$ cat config.mk
export PLATFORM = sky130hd
export DESIGN_NAME = mvf_pick
export DESIGN_NICKNAME = d
export VERILOG_FILES = /design/src/rtl/core/mvf_pkg.sv /design/src/rtl/core/mvf_pick.sv
export SDC_FILE = /design/constraint.sdc
export NUM_CORES = 1
export LEC_CHECK = 0
export ABC_AREA = 0
export BUFFER_PORTS_ARGS = -buffer_cell sky130_fd_sc_hd__buf_2
export CAP_MARGIN = 10
export CORE_MARGIN = 2
export CORE_UTILIZATION = 30
export CTS_CLUSTER_DIAMETER = 50
export CTS_CLUSTER_SIZE = 30
export DETAILED_ROUTE_END_ITERATION = 8
export PLACE_DENSITY_LB_ADDON = 0.25
export SETUP_SLACK_MARGIN = 0.05
export SLEW_MARGIN = 30
export SYNTH_ARGS = -nofsm -noshare
export SYNTH_HDL_FRONTEND = slang
export SYNTH_SLANG_ARGS = --single-unit
$ cat constraint.sdc
create_clock -name clock -period 3.03 [get_ports clock]
set_clock_uncertainty 0.15 [all_clocks]
set_input_delay 0.606 -clock clock [delete_from_list [all_inputs] [get_ports clock]]
set_output_delay 0.606 -clock clock [all_outputs]
set_load 0.02 [all_outputs]
$ cat src/rtl/core/mvf_pkg.sv
// Shared types and constants for the version flood cell update block.
`timescale 1ns / 1ps

package mvf_pkg;

   localparam int VER_W      = 31;
   localparam int DATA_W     = 8;
   localparam int DIM_W      = 7;
   localparam int COORD_W    = 6;
   localparam int OUT_RANK_W = 8;

   localparam logic OP_UPDATE     = 1'b0;
   localparam logic OP_SET_SOURCE = 1'b1;

   localparam logic CSR_GRID_WIDTH  = 1'b0;
   localparam logic CSR_GRID_HEIGHT = 1'b1;

   typedef struct packed {
      logic start;
      logic self_load;
      logic nb_load;
   } pick_ctrl_type;

endpackage

$ cat src/rtl/core/mvf_pick.sv
// Candidate selection over the neighbor read stream and next cell computation.
`timescale 1ns / 1ps

module mvf_pick import mvf_pkg::*; #(
   parameter int ROOT_RANK = 255
) (
   input  logic                            clock,
   input  logic                            reset,
   input  pick_ctrl_type                   ctrl,
   input  logic [VER_W-1:0]                rd_ver,
   input  logic [DATA_W-1:0]               rd_data,
   input  logic [$clog2(ROOT_RANK+1)-1:0]  rd_rank,
   input  logic                            rd_pinned,
   input  logic                            rd_conflict,
   output logic [VER_W-1:0]                self_ver,
   output logic [DATA_W-1:0]               self_data,
   output logic [$clog2(ROOT_RANK+1)-1:0]  self_rank,
   output logic                            self_pinned,
   output logic                            self_conflict,
   output logic [VER_W-1:0]                next_ver,
   output logic [DATA_W-1:0]               next_data,
   output logic [$clog2(ROOT_RANK+1)-1:0]  next_rank,
   output logic                            next_conflict,
   output logic                            changed
);

   localparam int RANK_W = $clog2(ROOT_RANK + 1);
   localparam logic [RANK_W-1:0] TOP_RANK = RANK_W'(ROOT_RANK - 1);

   logic [VER_W-1:0]  self_ver_ff;
   logic [DATA_W-1:0] self_data_ff;
   logic [RANK_W-1:0] self_rank_ff;
   logic              self_pin_ff;
   logic              self_conf_ff;
   logic              found_ff;
   logic              tie_ff;
   logic [VER_W-1:0]  sv_ff;
   logic [DATA_W-1:0] sd_ff;
   logic [RANK_W-1:0] sr_ff;

   logic usable;
   logic relevant;
   logic better;
   logic same;
   logic [RANK_W-1:0] rank_raw;

   always_comb begin
      usable   = (rd_rank != '0) && !rd_conflict;
      relevant = (self_rank_ff == '0) || (rd_ver > self_ver_ff) ||
                 ((rd_ver == self_ver_ff) && (rd_rank > self_rank_ff));
      better   = (rd_ver > sv_ff) || ((rd_ver == sv_ff) && (rd_rank > sr_ff));
      same     = (rd_ver == sv_ff) && (rd_rank == sr_ff) && (rd_data != sd_ff);
   end

   always_ff @(posedge clock) begin
      if (reset) begin
         found_ff <= 1'b0;
         tie_ff   <= 1'b0;
      end else if (ctrl.start) begin
         found_ff <= 1'b0;
         tie_ff   <= 1'b0;
      end else if (ctrl.nb_load && usable && relevant) begin
         if (better) begin
            found_ff <= 1'b1;
            tie_ff   <= 1'b0;
         end else if (same) begin
            tie_ff <= 1'b1;
         end
      end
   end

   always_ff @(posedge clock) begin
      if (ctrl.start) begin
         sv_ff <= '0;
         sd_ff <= '0;
         sr_ff <= '0;
      end else if (ctrl.nb_load && usable && relevant && better) begin
         sv_ff <= rd_ver;
         sd_ff <= rd_data;
         sr_ff <= rd_rank;
      end
      if (ctrl.self_load) begin
         self_ver_ff  <= rd_ver;
         self_data_ff <= rd_data;
         self_rank_ff <= rd_rank;
         self_pin_ff  <= rd_pinned;
         self_conf_ff <= rd_conflict;
      end
   end

   always_comb begin
      if (!found_ff) begin
         next_ver      = self_ver_ff;
         next_data     = self_data_ff;
         rank_raw      = '0;
         next_conflict = self_conf_ff;
      end else if (tie_ff) begin
         next_ver      = (sv_ff > self_ver_ff) ? sv_ff : self_ver_ff;
         next_data     = self_data_ff;
         rank_raw      = '0;
         next_conflict = 1'b1;
      end else begin
         next_ver      = sv_ff;
         next_data     = sd_ff;
         rank_raw      = (sr_ff != '0) ? sr_ff - RANK_W'(1) : '0;
         next_conflict = 1'b0;
      end
      next_rank = (rank_raw > TOP_RANK) ? TOP_RANK : rank_raw;
      changed   = !self_pin_ff &&
                  ((next_ver != self_ver_ff) || (next_data != self_data_ff) ||
                   (next_rank != self_rank_ff) || (next_conflict != self_conf_ff));
   end

   assign self_ver      = self_ver_ff;
   assign self_data     = self_data_ff;
   assign self_rank     = self_rank_ff;
   assign self_pinned   = self_pin_ff;
   assign self_conflict = self_conf_ff;

endmodule
# Word-level counts from Yosys, hierarchy flattened

Cells that the tools add are included.

Output and inout bits: 98
Register bits after elaboration: 98
Logic and storage cells: 62

Reductions and logical operators: 24
Add/subtract/negate cells: 1
Multiplexer cells: 13
$lt $le $gt $ge: 6
Equality and inequality tests: 8

Operator list:

| operator              | count |
|---|---|
| $gt A31 B31 Y1        | 3 |
| $mux W31              | 3 |
| $eq A31 B31 Y1        | 2 |
| $mux W8               | 6 |
| $ne A31 B31 Y1        | 1 |
| $ne A8 B8 Y1          | 3 |
| $gt A8 B8 Y1          | 2 |
| $reduce_bool A8 Y1    | 2 |
| $logic_and A1 B1 Y1   | 9 |
| $eq A8 B8 Y1          | 1 |
| $gt A8 B8 Y1 const B  | 1 |
| $logic_not A8 Y1      | 1 |
| $sub A8 B1 Y8 const B | 1 |
| $logic_or A1 B1 Y1    | 6 |
| $mux W1               | 4 |
| $reduce_and A2 Y1     | 2 |
| $logic_not A1 Y1      | 2 |
| $reduce_bool A2 Y1    | 1 |
| $reduce_or A2 Y1      | 1 |
| $ne A1 B1 Y1          | 1 |

# Longest topological paths before layout

Gate-level depths: netlist of the first run.

Word-level depth: 10
Depth in mapped cells: 12
Mapped depth without buffers: 10

# Worst setup path before layout of the first run

OpenSTA, ideal clock, no wires.

Kind: register to output
From: reg sr_ff[0]
To: out changed
Stages on the path, launching flop included: 9
Path slack: -0.534 ns
Data arrival time: 2.808 ns
Cell sequence: dfxtp_1 or4_1 nor4_2 mux2i_1 nor2_2 a311oi_1 xor2_1 nor4_1 a31oi_1

Word-level cells in the longest chain between the ends: 10
Elaborated cells between the ends (all ways): 11
Those cells by class: add/sub (1); order compare (1); eq/ne (1); mux (4); reduce/logical (4)

Ends and longest elaborated chain:

| what                                                       | line            | text |
|---|---|---|
| from (decl)                                                | mvf_pick.sv:39  | `logic [RANK_W-1:0] sr_ff;` |
| from (signal assigned)                                     | mvf_pick.sv:80  | `sr_ff <= rd_rank;` |
| $sub A8 B1 Y8 / $reduce_bool A8 Y1 (equally long branches) | mvf_pick.sv:105 | `rank_raw = (sr_ff != '0) ? sr_ff - RANK_W'(1) : '0;` |
| $mux W8 (*)                                                | mvf_pick.sv:105 |  |
| $mux W8 (*)                                                | mvf_pick.sv:97  | `end else if (tie_ff) begin` |
| $mux W8 (*)                                                | mvf_pick.sv:92  | `if (!found_ff) begin` |
| $gt A8 B8 Y1                                               | mvf_pick.sv:108 | `next_rank = (rank_raw > TOP_RANK) ? TOP_RANK : rank_raw;` |
| $mux W8 (*)                                                | mvf_pick.sv:108 |  |
| named net next_rank[7]                                     | mvf_pick.sv:22  | `output logic [$clog2(ROOT_RANK+1)-1:0] next_rank,` |
| $ne A8 B8 Y1 (*)                                           | mvf_pick.sv:111 | `(next_rank != self_rank_ff) \|\| (next_conflict != self_conf_ff));` |
| $logic_or A1 B1 Y1 (*)                                     | mvf_pick.sv:110 | `((next_ver != self_ver_ff) \|\| (next_data != self_data_ff) \|\|` |
| $logic_or A1 B1 Y1 (*)                                     | mvf_pick.sv:111 |  |
| $logic_and A1 B1 Y1 (*)                                    | mvf_pick.sv:109 | `changed = !self_pin_ff &&` |
| to (decl)                                                  | mvf_pick.sv:24  | `output logic changed` |

The timed path passes the listed nets; every way through them passes the cells marked *.

# Final worst setup path of the first run

From: reg self_ver_ff[23] (netlist: self_ver[23])
To: out next_ver[15]

Word-level cells in the longest chain between the ends: 4

Ends and longest elaborated chain:

| what                   | line           | text |
|---|---|---|
| from (decl)            | mvf_pick.sv:30 | `logic [VER_W-1:0] self_ver_ff;` |
| from (signal assigned) | mvf_pick.sv:83 | `self_ver_ff <= rd_ver;` |
| $gt A31 B31 Y1         | mvf_pick.sv:98 | `next_ver = (sv_ff > self_ver_ff) ? sv_ff : self_ver_ff;` |
| $mux W31               | mvf_pick.sv:98 |  |
| $mux W31               | mvf_pick.sv:97 |  |
| $mux W31               | mvf_pick.sv:92 |  |
| to (decl)              | mvf_pick.sv:20 | `output logic [VER_W-1:0] next_ver,` |

No other way between the ends.

==> results of run 1 <==
## cell type report
type / count / area, um^2
fillers: 2304 / 12400
multi-input cells: 616 / 5560
repair buffers: 385 / 3080
flip-flops and latches: 98 / 2450
well taps: 324 / 405
inverters: 79 / 297
clock buffers: 9 / 225
clock inverters: 7 / 66.3
## layout by cell type, fill, tap and decap left out, types with 23 or more instances in the layout
cell                       instances
sky130_fd_sc_hd__buf_4           196
sky130_fd_sc_hd__buf_2           118
sky130_fd_sc_hd__nand2b_1         99
sky130_fd_sc_hd__ha_1             92
sky130_fd_sc_hd__inv_1            65
sky130_fd_sc_hd__buf_6            51
sky130_fd_sc_hd__edfxtp_1         49
sky130_fd_sc_hd__dfxtp_1          48
sky130_fd_sc_hd__mux2i_1          47
sky130_fd_sc_hd__a21oi_1          28
sky130_fd_sc_hd__nand4_1          26
sky130_fd_sc_hd__xnor2_1          24
sky130_fd_sc_hd__xor2_1           24
sky130_fd_sc_hd__nor2_1           23
## routing by layer
| layer | vias to the layer above | global-route usage [%] | part of all wire [%] |
|---|---|---|---|
| met4 | 2 | 6.28 | 2.5 |
| met1 | 3419 | 25.4 | 45 |
| met2 | 178 | 34.7 | 48 |
| met5 | - | 0 | 0.061 |
| li1 | 3678 | - | - |
| met3 | 38 | 3.62 | 4.4 |
## cell families (layout without fill, tap and decap cells)
logic type	after synthesis	count (layout)	share of synthesized area (%)
simple gates	258	258	18.9
fa+ha+maj	110	110	18.3
xor+xnor	48	48	5.58
flops	98	98	32.6
buf+inv	102	480	5.43
mux	58	58	7.87
compound gates	142	142	11.4
## how the worst min path moves through the flow
stage              start          end  slack, ns  cells after the start
2_1_floorplan   sv_ff[1]     sv_ff[1]       0.33                      2
3_3_place_gp    sd_ff[7]     sd_ff[7]       0.36                      2
3_5_place_dp    sd_ff[3]     sd_ff[3]       0.37                      2
4_1_cts        rd_pinned  self_pinned       0.28                      1
5_1_grt        rd_pinned  self_pinned       0.28                      1
6_report       rd_pinned  self_pinned       0.29                      1
## metrics by stage
stage	hold slack [ns]	instance area (um^2)
6_report	0.288	12100
5_1_grt	0.282	12100
4_1_cts	0.283	12000
3_5_place_dp	0.369	10400
3_3_place_gp	0.362	10400
2_1_floorplan	0.328	7780
## repair_timing
item | CTS | global route
setup buffers | 26 | 6
setup endpoints to repair | 82 | 83
resized for setup | 200 | 28
gates cloned | 7 | 2
pin swaps | 39 | 15
## worst reg2reg max path, delay by kind of cell (launching register included)
family,cells,cell delay (ns)
fa+ha+maj,1,0.25
compound gates,3,0.62
simple gates,4,0.85
flops,1,0.37
buf+inv,7,0.80
mux,1,0.21
## power breakdown
group	internal [mW]	leakage, nW	total (mW)	switching (mW)
combinational	0.713	4.22	1.49	0.772
clock	0.582	0.145	1.19	0.606
sequential	1.47	0.877	1.53	0.0536
## state kept, by name, summed over array words and instances, names as in the netlist, 8 cells and up
| register | cells |
|---|---|
| self_ver | 31 |
| sv_ff | 31 |
| sd_ff | 8 |
| self_data | 8 |
| self_rank | 8 |
| sr_ff | 8 |
## Yosys cell counts (4+ instances only)
library cell	n	area [um^2]
sky130_fd_sc_hd__nand2_1	50	188
sky130_fd_sc_hd__o211ai_1	6	45.0
sky130_fd_sc_hd__inv_1	79	297
sky130_fd_sc_hd__nor2_1	24	90.1
sky130_fd_sc_hd__xnor2_1	24	210
sky130_fd_sc_hd__ha_1	110	1380
sky130_fd_sc_hd__a21oi_1	32	160
sky130_fd_sc_hd__mux2_2	10	113
sky130_fd_sc_hd__nand2b_1	99	619
sky130_fd_sc_hd__a211oi_1	12	90.1
sky130_fd_sc_hd__o22ai_1	10	62.6
sky130_fd_sc_hd__nand3_1	10	50.1
sky130_fd_sc_hd__mux2i_1	48	480
sky130_fd_sc_hd__o21a_1	4	30.0
sky130_fd_sc_hd__o21ai_0	53	265
sky130_fd_sc_hd__a21o_1	5	37.5
sky130_fd_sc_hd__nor2b_1	4	25.0
sky130_fd_sc_hd__dfxtp_1	49	981
sky130_fd_sc_hd__nor4_1	18	113
sky130_fd_sc_hd__nor3_1	11	55.1
sky130_fd_sc_hd__xor2_1	24	210
sky130_fd_sc_hd__clkbuf_1	17	63.8
sky130_fd_sc_hd__nand3b_1	5	37.5
sky130_fd_sc_hd__edfxtp_1	49	1470
sky130_fd_sc_hd__nand4_1	26	163
==> run summary, run 1 <==
=================================================================================
Buffers added on ports                                                        151
Hold buffer count at CTS                                                        0
Final number of hold-violating endpoints                                        0
Core Region                                                           0.0245 mm^2
TritonCTS sink count                                                           98
Largest stage delay on the critical path                                  0.42 ns
Share of flip-flops with an asynchronous set or reset                          0%
Number of synthesized flops with an enable pin                                 49
Overall die width                                                          162 um
Data arrival time at the worst-slack endpoint                             2.97 ns
# setup viols final                                                            82
Worst setup path startpoint                                          self_ver[23]
Kind of cell with the highest combined delay on the critical path    buffers and inverters
Relative slew slack                                                         62.3%
Post-layout power                                                         4.20 mW
Critical path start-end classification                                 reg -> out
Total negative setup slack                                              -30.27 ns
Global-route wire length before repair                                  40,600 um
Final worst setup slack                                                 -0.700 ns
Maximum clock rate                                                        268 MHz
Routed Wire Length                                                      26,400 um
Clock-pin slew on the worst setup and hold paths                          0.07 ns
Critical path capture point type                                       output pin
Die height                                                                 162 um
Worst Setup Slack post-DPL                                              -0.881 ns
Number of buffers on the longest clock path                                     2
Critical path depth                                                            16
Worst Max-Slew Pin Slew                                                  0.566 ns
Initial antenna violation count                                                 1
Top flip-flop cell by instance count after synthesis                 sky130_fd_sc_hd__edfxtp_1
Slowest stage cell on the critical path                              sky130_fd_sc_hd__edfxtp_1
Number of max-capacitance violations reported                                   0
Startpoint type of the worst setup path                                      flop
Cell row count                                                                 57
Average wire per standard cell                                            17.4 um
Fraction of final layout cells with drive strength greater than 1           45.1%
Maximum level of the CTS H-tree                                                 3
Library cell used as clock root buffer                               sky130_fd_sc_hd__clkbuf_16
Area growth from synthesis to final layout                                  60.3%
Number of register bits inferred by synthesis                                  98
Static Leakage                                                            5.24 nW
Number of design rule violations left after detail routing                      0
Number of antenna repair diodes                                                 0
Period utilisation layout                                                    123%
Run status                                                           finished, violations left
Worst r2r src                                                         self_ver[3]
Post-Syn Area                                                        0.00753 mm^2
Data required time of the worst path                                      2.27 ns
CP endpoint                                                          next_ver[15]
Terminus of the critical flop-to-flop path                              sv_ff[22]
Average via count per standard cell                                          4.82
Fin cells                                                                   1,518
Post-synthesis cell type count                                                 47
Hold WC Path Type                                                       in -> reg
Post-Syn Instances                                                            816
Layout Nets                                                                 1,353
Die Area                                                              0.0264 mm^2
Worst IR Drop VDD                                                      0.000260 V
Via count of the first global-routing pass                                  7,507
Top fanout value on the critical path                                           7
Vias after detailed routing                                                 7,315
Post-synth net total                                                          980
RSZ-0062 raised after global routing                                          yes
Global route overflow                                                           0
Placed instance count                                                       1,472
CTS tree                                                                     done
I/O Pins                                                                      152
Initial Utilization                                                         30.8%
Routability congestion estimate from global placement                       0.901
Critical path buffer and inverter count                                         7
Sequential share of the synthesized area                                    32.6%
Gr usage total                                                              20.1%
PwrDens                                                               348 mW/mm^2
Post-detail-place hpwl                                                  20,200 um
Pin count of the biggest net entering global routing                           65
Worst setup slack for register-to-register paths                         -0.30 ns
Mean instance size in the synthesized netlist                           9.23 um^2
Path depth of the worst reg2reg path                                           16
DR iter-0 viols                                                               295
Final-report max-slew violation count                                           0
Total iterations of the first detailed-routing run                              5
Layout Utilization                                                          49.4%
Final critical path time including I/O delays and setup                   3.73 ns
Source-to-sink clock delay at the later pin of the worst-skew pair        0.37 ns
Ys Warns                                                                        0
Crit-path cells                                                      inv_2 -> ha_4 -> nand4_1 -> buf_4 -> buf_4 -> nor2_1 -> a221oi_1 -> o21ai_1 -> a221oi_2 -> nand3b_1 -> buf_6 -> buf_12 -> buf_16 -> nand2_4 -> o21ai_2 -> buf_6
Number of nets with antenna violations after routing                            0
Clock buffers created by TritonCTS                                              9
Violated checks                                                      negative setup slack
=================================================================================
(Power assumes the default switching activity.)
==> run 2, diff against run 1 <==
--- a/config.mk
+++ b/config.mk
@@ -6,13 +6,13 @@
 export NUM_CORES = 1
 export LEC_CHECK = 0
 export ABC_AREA = 0
-export BUFFER_PORTS_ARGS = -buffer_cell sky130_fd_sc_hd__buf_2
 export CAP_MARGIN = 10
 export CORE_MARGIN = 2
 export CORE_UTILIZATION = 30
 export CTS_CLUSTER_DIAMETER = 50
 export CTS_CLUSTER_SIZE = 30
 export DETAILED_ROUTE_END_ITERATION = 8
+export DONT_BUFFER_PORTS = 1
 export PLACE_DENSITY_LB_ADDON = 0.25
 export SETUP_SLACK_MARGIN = 0.05
 export SLEW_MARGIN = 30
==> run 2 against run 1 <==
  * The run still ends with negative setup slack left
  * Sequential share of layout area grew 1.6 points
  * First-iteration DRC count grew 11%
  * Critical path type unchanged
  * Combinational power shrank 17%
  * Critical path depth shrank 3
==> run summary, run 2 (synthesis gave the netlist of run 1 again) <==
=================================================================================
Gr usage total                                                              19.0%
Switching Share                                                             30.7%
Number of antenna repair diodes                                                 0
Worst Max-Slew Pin Slew                                                  0.633 ns
Relative slew slack                                                         57.4%
Global routing met3 resource utilization                                    4.51%
Data required time of the worst path                                      2.27 ns
Cell row count                                                                 57
Average via count per standard cell                                          4.97
Initial antenna violation count                                                 0
Global-route wire length before repair                                  38,200 um
Die height                                                                 162 um
Buffers added on ports                                                          0
Vias after detailed routing                                                 6,748
Critical path start-end classification                                 reg -> out
DR iter-0 viols                                                               328
Number of nets with antenna violations after routing                            0
Core Region                                                           0.0245 mm^2
Hold buffer count at CTS                                                        0
Layout Utilization                                                          46.0%
Worst setup path startpoint                                          self_ver[26]
Crit-path cells                                                      inv_2 -> ha_4 -> nand4_1 -> nor4_2 -> nor3b_2 -> a221oi_1 -> nand3b_1 -> buf_4 -> buf_6 -> buf_12 -> nand2_2 -> o21ai_4 -> buf_6
Source-to-sink clock delay at the later pin of the worst-skew pair        0.36 ns
Final number of hold-violating endpoints                                        0
Slowest stage cell on the critical path                              sky130_fd_sc_hd__edfxtp_1
I/O Pins                                                                      152
Maximum clock rate                                                        273 MHz
Cell-internal power                                                       2.88 mW
Final worst setup slack                                                 -0.634 ns
Routed Wire Length                                                      25,200 um
Placed instance count                                                       1,301
Total iterations of the first detailed-routing run                              4
Clock buffers created by TritonCTS                                              9
Via count of the first global-routing pass                                  6,858
TritonCTS sink count                                                           98
Post-detail-place hpwl                                                  18,800 um
Most used routing layer in global routing                                    met2
Data arrival time at the worst-slack endpoint                             2.91 ns
GR Util met1                                                                23.4%
Clock-pin slew on the worst setup and hold paths                          0.08 ns
Fraction of final layout cells with drive strength greater than 1           39.3%
Pin count of the biggest net entering global routing                           96
Proportion of power drawn by the clock network                              33.2%
Final hold slack                                                         0.188 ns
Worst IR Drop VDD                                                      0.000287 V
Overall die width                                                          162 um
PwrDens                                                               369 mW/mm^2
CTS tree                                                                     done
Average wire per standard cell                                            18.6 um
Number of buffers on the longest clock path                                     2
Power dissipated by switching net loads                                   1.28 mW
Static Leakage                                                            4.55 nW
Largest stage delay on the critical path                                  0.38 ns
Fin cells                                                                   1,358
Violated checks                                                      negative setup slack
Leading cell types in the layout, fill and taps excluded             178 x sky130_fd_sc_hd__buf_4, 99 x sky130_fd_sc_hd__nand2b_1, 88 x sky130_fd_sc_hd__ha_1, 63 x sky130_fd_sc_hd__inv_1, 49 x sky130_fd_sc_hd__edfxtp_1
Period utilisation layout                                                    121%
Share of total power in combinational logic                                 29.8%
Number of max-capacitance violations reported                                   0
RSZ-0062 raised after global routing                                          yes
Area growth from synthesis to final layout                                  49.4%
Initial Utilization                                                         30.8%
Critical path capture point type                                       output pin
Path depth of the worst reg2reg path                                           15
Total negative setup slack                                              -18.00 ns
# setup viols final                                                            51
Number of design rule violations left after detail routing                      0
GR Layer Usage met2                                                         32.8%
Library cell used as clock root buffer                               sky130_fd_sc_hd__clkbuf_16
Layout Nets                                                                 1,193
Run status                                                           finished, violations left
Die Area                                                              0.0264 mm^2
Global route overflow                                                           0
Final-report max-slew violation count                                           0
Startpoint type of the worst setup path                                      flop
Leading cell type in the layout, fill and taps excluded              sky130_fd_sc_hd__buf_4
Worst hold start                                                       rd_ver[24]
Worst r2r src                                                           sv_ff[13]
Top fanout value on the critical path                                           8
Top cell by count, worst path                                        sky130_fd_sc_hd__buf_6
Hold WC Path Type                                                       in -> reg
Routability congestion estimate from global placement                       0.852
Part of the power in registers                                              37.0%
Instance count along the most critical hold path                                0
Maximum level of the CTS H-tree                                                 3
Final critical path time including I/O delays and setup                   3.66 ns
=================================================================================
==> run 2: path summary, 6_finish.rpt <==
path,end,slack [ns]
setup / recovery,next_ver[23],-0.63
hold / removal,self_ver[24],0.19
setup reg to reg,tie_ff,-0.07
hold reg to reg,sv_ff[18],0.36
==> run 2: layer usage <==
| metal | share of wire, % | wire length, um | up-vias |
|---|---|---|---|
| li1 | - | - | 3342 |
| met2 | 48 | 12200 | 187 |
| met1 | 43 | 10800 | 3187 |
| met5 | 0 | 0 | - |
| met3 | 6.3 | 1580 | 32 |
| met4 | 2.5 | 627 | 0 |
==> run 2: layout make-up <==
| cell class | count | area, um^2 |
|---|---|---|
| Timing Repair Buffer | 225 | 2030 |
| Clock buffer | 9 | 225 |
| Clock inverter | 7 | 124 |
| Tap cell | 324 | 405 |
| Fill cell | 2296 | 13200 |
| Sequential cell | 98 | 2470 |
| Inverter | 79 | 302 |
| Multi-Input combinational cell | 616 | 5700 |
==> run 2: per-stage QoR <==
step / setup WS (ns) / area (um^2) / total power [mW]
after detailed placement: -0.327 / 9450 / 2.58
after floorplan: -0.150 / 7780 / 2.21
final: -0.634 / 11300 / 4.15
after CTS: -0.590 / 10900 / 4.14
after global routing: -0.775 / 11300 / 4.36
after global placement: -0.342 / 9450 / 2.57
==> run 2: power groups by stage <==
stage / registers, mW / logic (mW) / clock network (mW)
2_1_floorplan: 1.64 / 0.573 / 0
3_3_place_gp: 1.56 / 1.01 / 0
3_5_place_dp: 1.56 / 1.01 / 0
4_1_cts: 1.53 / 1.19 / 1.42
5_1_grt: 1.55 / 1.35 / 1.46
6_report: 1.54 / 1.24 / 1.38
==> run 2: what timing repair did <==
| item | in CTS | in global routing |
|---|---|---|
| setup buffers | 27 | 14 |
| resized for setup | 161 | 74 |
| pin swaps | 56 | 33 |
| endpoints found under the setup margin | 82 | 82 |
| gates cloned | 8 | 1 |
==> run 2: worst max-delay path, delay by kind of cell (launching register included) <==
kind	cells	cell delay, ns
simple gates	5	1.10
buf+inv	5	0.63
flops	1	0.38
fa+ha+maj	1	0.26
compound gates	2	0.17
==> run 3, diff against run 2 <==
--- a/config.mk
+++ b/config.mk
@@ -5,7 +5,7 @@
 export SDC_FILE = /design/constraint.sdc
 export NUM_CORES = 1
 export LEC_CHECK = 0
-export ABC_AREA = 0
+export ABC_AREA = 1
 export CAP_MARGIN = 10
 export CORE_MARGIN = 2
 export CORE_UTILIZATION = 30
@@ -14,7 +14,7 @@
 export DETAILED_ROUTE_END_ITERATION = 8
 export DONT_BUFFER_PORTS = 1
 export PLACE_DENSITY_LB_ADDON = 0.25
-export SETUP_SLACK_MARGIN = 0.05
+export SETUP_SLACK_MARGIN = 0.02
 export SLEW_MARGIN = 30
 export SYNTH_ARGS = -nofsm -noshare
 export SYNTH_HDL_FRONTEND = slang
==> run 3 against run 2 <==
  * The flow still finishes with violations (negative setup slack)
  * Synthesized area is 6.0% higher
  * Clock power is 17% lower
  * Fmax is 2.6% lower
  * Final cell count is 24% higher
  * Flip-flop and latch count stayed put
  * Combinational power is 16% higher
  * Routed wire length is 14% higher
  * Utilization is 2.6 points lower
  * Non-clock buffer count is 18 lower
  * Sequential power hardly changed
  * Critical path type unchanged
  * Largest power group unchanged
==> run summary, run 3 <==
=================================================================================
Run status                                                           finished, violations left
Violated checks                                                      negative setup slack
Top cell by count, worst path                                        sky130_fd_sc_hd__nand2_1
Final worst setup slack                                                 -0.733 ns
Sequential share of the synthesized area                                    30.7%
Largest area contributor in the netlist                              sky130_fd_sc_hd__edfxtp_1
Clock buffers created by TritonCTS                                              9
Leading cell type in the layout, fill and taps excluded              sky130_fd_sc_hd__nand2_1
Die height                                                                 167 um
Post-Syn Instances                                                          1,151
Clock-pin slew on the worst setup and hold paths                          0.08 ns
Overall die width                                                          167 um
CTS tree                                                                     done
Final number of hold-violating endpoints                                        0
Die Area                                                              0.0279 mm^2
Crit-path cells                                                      inv_2 -> ha_4 -> nand2_4 -> inv_2 -> a21oi_2 -> nand2_1 -> nand2_1 -> nand2_1 -> nand2_1 -> nand2_1 -> nand2_2 -> nand2_8 -> buf_12 -> nand3_1 -> nand3_1 -> nor2_1 -> nand2_1 -> nor2_2 -> nand2_2 -> nor2_4 -> nor2_4
Top flip-flop cell by instance count after synthesis                 sky130_fd_sc_hd__edfxtp_1
Gr usage total                                                              19.1%
Pin count of the biggest net entering global routing                           55
Core Region                                                           0.0261 mm^2
Vias after detailed routing                                                 8,100
Dominant cell by count in the synthesized netlist                    sky130_fd_sc_hd__nand2_1
Relative slew slack                                                         54.8%
Number of design rule violations left after detail routing                      0
Critical path start-end classification                                 reg -> out
Layout Nets                                                                 1,503
Cell row count                                                                 59
Data arrival time at the worst-slack endpoint                             3.01 ns
Ys Warns                                                                        0
Share of flip-flops with an asynchronous set or reset                          0%
Critical path capture point type                                       output pin
Number of synthesized flops with an enable pin                                 49
Number of max-capacitance violations reported                                   0
Fin cells                                                                   1,680
Leading cell types in the layout, fill and taps excluded             241 x sky130_fd_sc_hd__nand2_1, 166 x sky130_fd_sc_hd__buf_4, 142 x sky130_fd_sc_hd__nor2_1, 124 x sky130_fd_sc_hd__inv_1, 83 x sky130_fd_sc_hd__ha_1
Initial Utilization                                                         30.6%
Placed instance count                                                       1,624
Slowest stage cell on the critical path                              sky130_fd_sc_hd__edfxtp_1
Average via count per standard cell                                          4.82
Largest stage delay on the critical path                                  0.41 ns
Final-report max-slew violation count                                           0
Layout Utilization                                                          43.4%
Top fanout value on the critical path                                          19
Mean instance size in the synthesized netlist                           6.94 um^2
Share of Yosys cell area claimed by the top area cell type                  18.4%
Worst Max-Slew Pin Slew                                                  0.678 ns
Buffers added on ports                                                          0
Worst IR Drop VDD                                                      0.000220 V
Area contributors post-synth                                         sky130_fd_sc_hd__edfxtp_1 18%, sky130_fd_sc_hd__ha_1 17%, sky130_fd_sc_hd__nand2_1 13%
Maximum level of the CTS H-tree                                                 3
# setup viols final                                                            32
Via count of the first global-routing pass                                  7,901
Area growth from synthesis to final layout                                  41.6%
Period utilisation layout                                                    124%
Static Leakage                                                            5.52 nW
Post-synth net total                                                        1,315
Startpoint type of the worst setup path                                      flop
Final critical path time including I/O delays and setup                   3.76 ns
Post-Syn Area                                                        0.00798 mm^2
Fraction of final layout cells with drive strength greater than 1           33.0%
Number of nets with antenna violations after routing                            0
Post-synth top cells                                                 283 x sky130_fd_sc_hd__nand2_1, 180 x sky130_fd_sc_hd__inv_1, 162 x sky130_fd_sc_hd__nor2_1, 110 x sky130_fd_sc_hd__ha_1, 87 x sky130_fd_sc_hd__nand3_1
Post-detail-place hpwl                                                  20,200 um
Number of register bits inferred by synthesis                                  98
I/O Pins                                                                      152
Initial antenna violation count                                                 1
Worst setup slack for register-to-register paths                          0.03 ns
TritonCTS sink count                                                           98
Filler instances                                                            2,624
Hold WC Path Type                                                       in -> reg
DR iter-0 viols                                                               504
Maximum clock rate                                                        266 MHz
Data required time of the worst path                                      2.27 ns
Source-to-sink clock delay at the later pin of the worst-skew pair        0.36 ns
Library cell used as clock root buffer                               sky130_fd_sc_hd__clkbuf_16
Routed Wire Length                                                      28,800 um
PwrDens                                                               368 mW/mm^2
RSZ-0062 raised after global routing                                          yes
Global-route wire length before repair                                  42,100 um
Routability congestion estimate from global placement                       0.849
Average wire per standard cell                                            17.1 um
Post-synthesis cell type count                                                 37
Number of buffers on the longest clock path                                     2
Hold buffer count at CTS                                                        0
Total iterations of the first detailed-routing run                              5
Global route overflow                                                           0
=================================================================================
## run 3: cell types whose count changed after synthesis, moves of 11 or more
cell,previous run,this run
sky130_fd_sc_hd__nand2_1,50,283
sky130_fd_sc_hd__nor2_1,24,162
sky130_fd_sc_hd__inv_1,79,180
sky130_fd_sc_hd__nand2b_1,99,0
sky130_fd_sc_hd__nand3_1,10,87
sky130_fd_sc_hd__mux2i_1,48,0
sky130_fd_sc_hd__o21ai_1,0,21
sky130_fd_sc_hd__xnor2_1,24,3
sky130_fd_sc_hd__a21oi_1,32,48
sky130_fd_sc_hd__xor2_1,24,8
sky130_fd_sc_hd__nor4_1,18,7
## run 3: per-stage QoR
stage	setup TNS, ns	setup slack, ns	total power, mW	instance area, um^2	hold slack, ns
after detailed placement	-0.709	-0.449	2.80	9690	0.334
after global placement	-0.510	-0.472	2.79	9690	0.325
after global routing	-16.02	-0.909	4.41	11300	0.167
after CTS	-12.62	-0.694	4.06	10600	0.173
after floorplan	-0.0418	-0.0418	2.37	8140	0.305
final	-10.35	-0.733	4.16	11300	0.183
## run 3: final timing paths
| check | from | endpoint | cells after the start |
|---|---|---|---|
| max | self_ver[5] | changed | 21 |
| min | rd_ver[5] | self_ver[5] | 0 |
| max reg2reg | self_ver[5] | sv_ff[13] | 15 |
| min reg2reg | tie_ff | tie_ff | 2 |
## run 3: area by class of cell
type                            count  area [um^2]  area share (%)
Clock buffer                       10          239            2.11
Clock inverter                      6         42.5           0.376
Tap cell                          335          419            3.71
Inverter                          189          719            6.37
Timing Repair Buffer              207         1930            17.0
Multi-Input combinational cell    834         5490            48.6
Antenna cell                        1         2.50          0.0221
Sequential cell                    98         2460            21.8
## run 3: logic make-up (layout without fill, tap and decap cells)
| family | count (synthesis) | count (layout) | synth area share, % |
|---|---|---|---|
| AND/OR/NAND/NOR | 581 | 581 | 30.5 |
| buffers and inverters | 219 | 412 | 11.3 |
| AO/OA/AOI/OAI | 132 | 132 | 8.98 |
| adder cells (fa/ha/maj) | 110 | 110 | 17.2 |
| flip-flops | 98 | 98 | 30.7 |
| XOR/XNOR | 11 | 11 | 1.21 |
| other | 0 | 1 | 0 |
## run 3: worst max-delay path: cells and delay by family, from the launching register on
family          cells  cell delay, ns
compound gates      1            0.15
flops               1            0.41
fa+ha+maj           1            0.20
buf+inv             3            0.31
simple gates       16            1.55
## run 3: power by group
| part | switching [mW] | internal [mW] | total, mW |
|---|---|---|---|
| Combinational | 0.841 | 0.597 | 1.44 |
| Clock | 0.568 | 0.581 | 1.15 |
| Sequential | 0.0800 | 1.49 | 1.57 |
| Total | 1.49 | 2.67 | 4.16 |
## run 3: metal layers
| layer | wire length [um] | global-route usage (%) |
|---|---|---|
| met5 | 0 | 0 |
| met4 | 640 | 4.27 |
| met3 | 1900 | 3.97 |
| met2 | 13700 | 33.9 |
| met1 | 12500 | 23.8 |
## run 3: timing repair
item                                    in CTS  in global routing
pin swaps                                   35                 38
endpoints found under the setup margin      32                 81
endpoints found under the hold margin        0                  0
buffers inserted                            20                 12
cloned                                       5                  9
gates resized for setup                    132                103
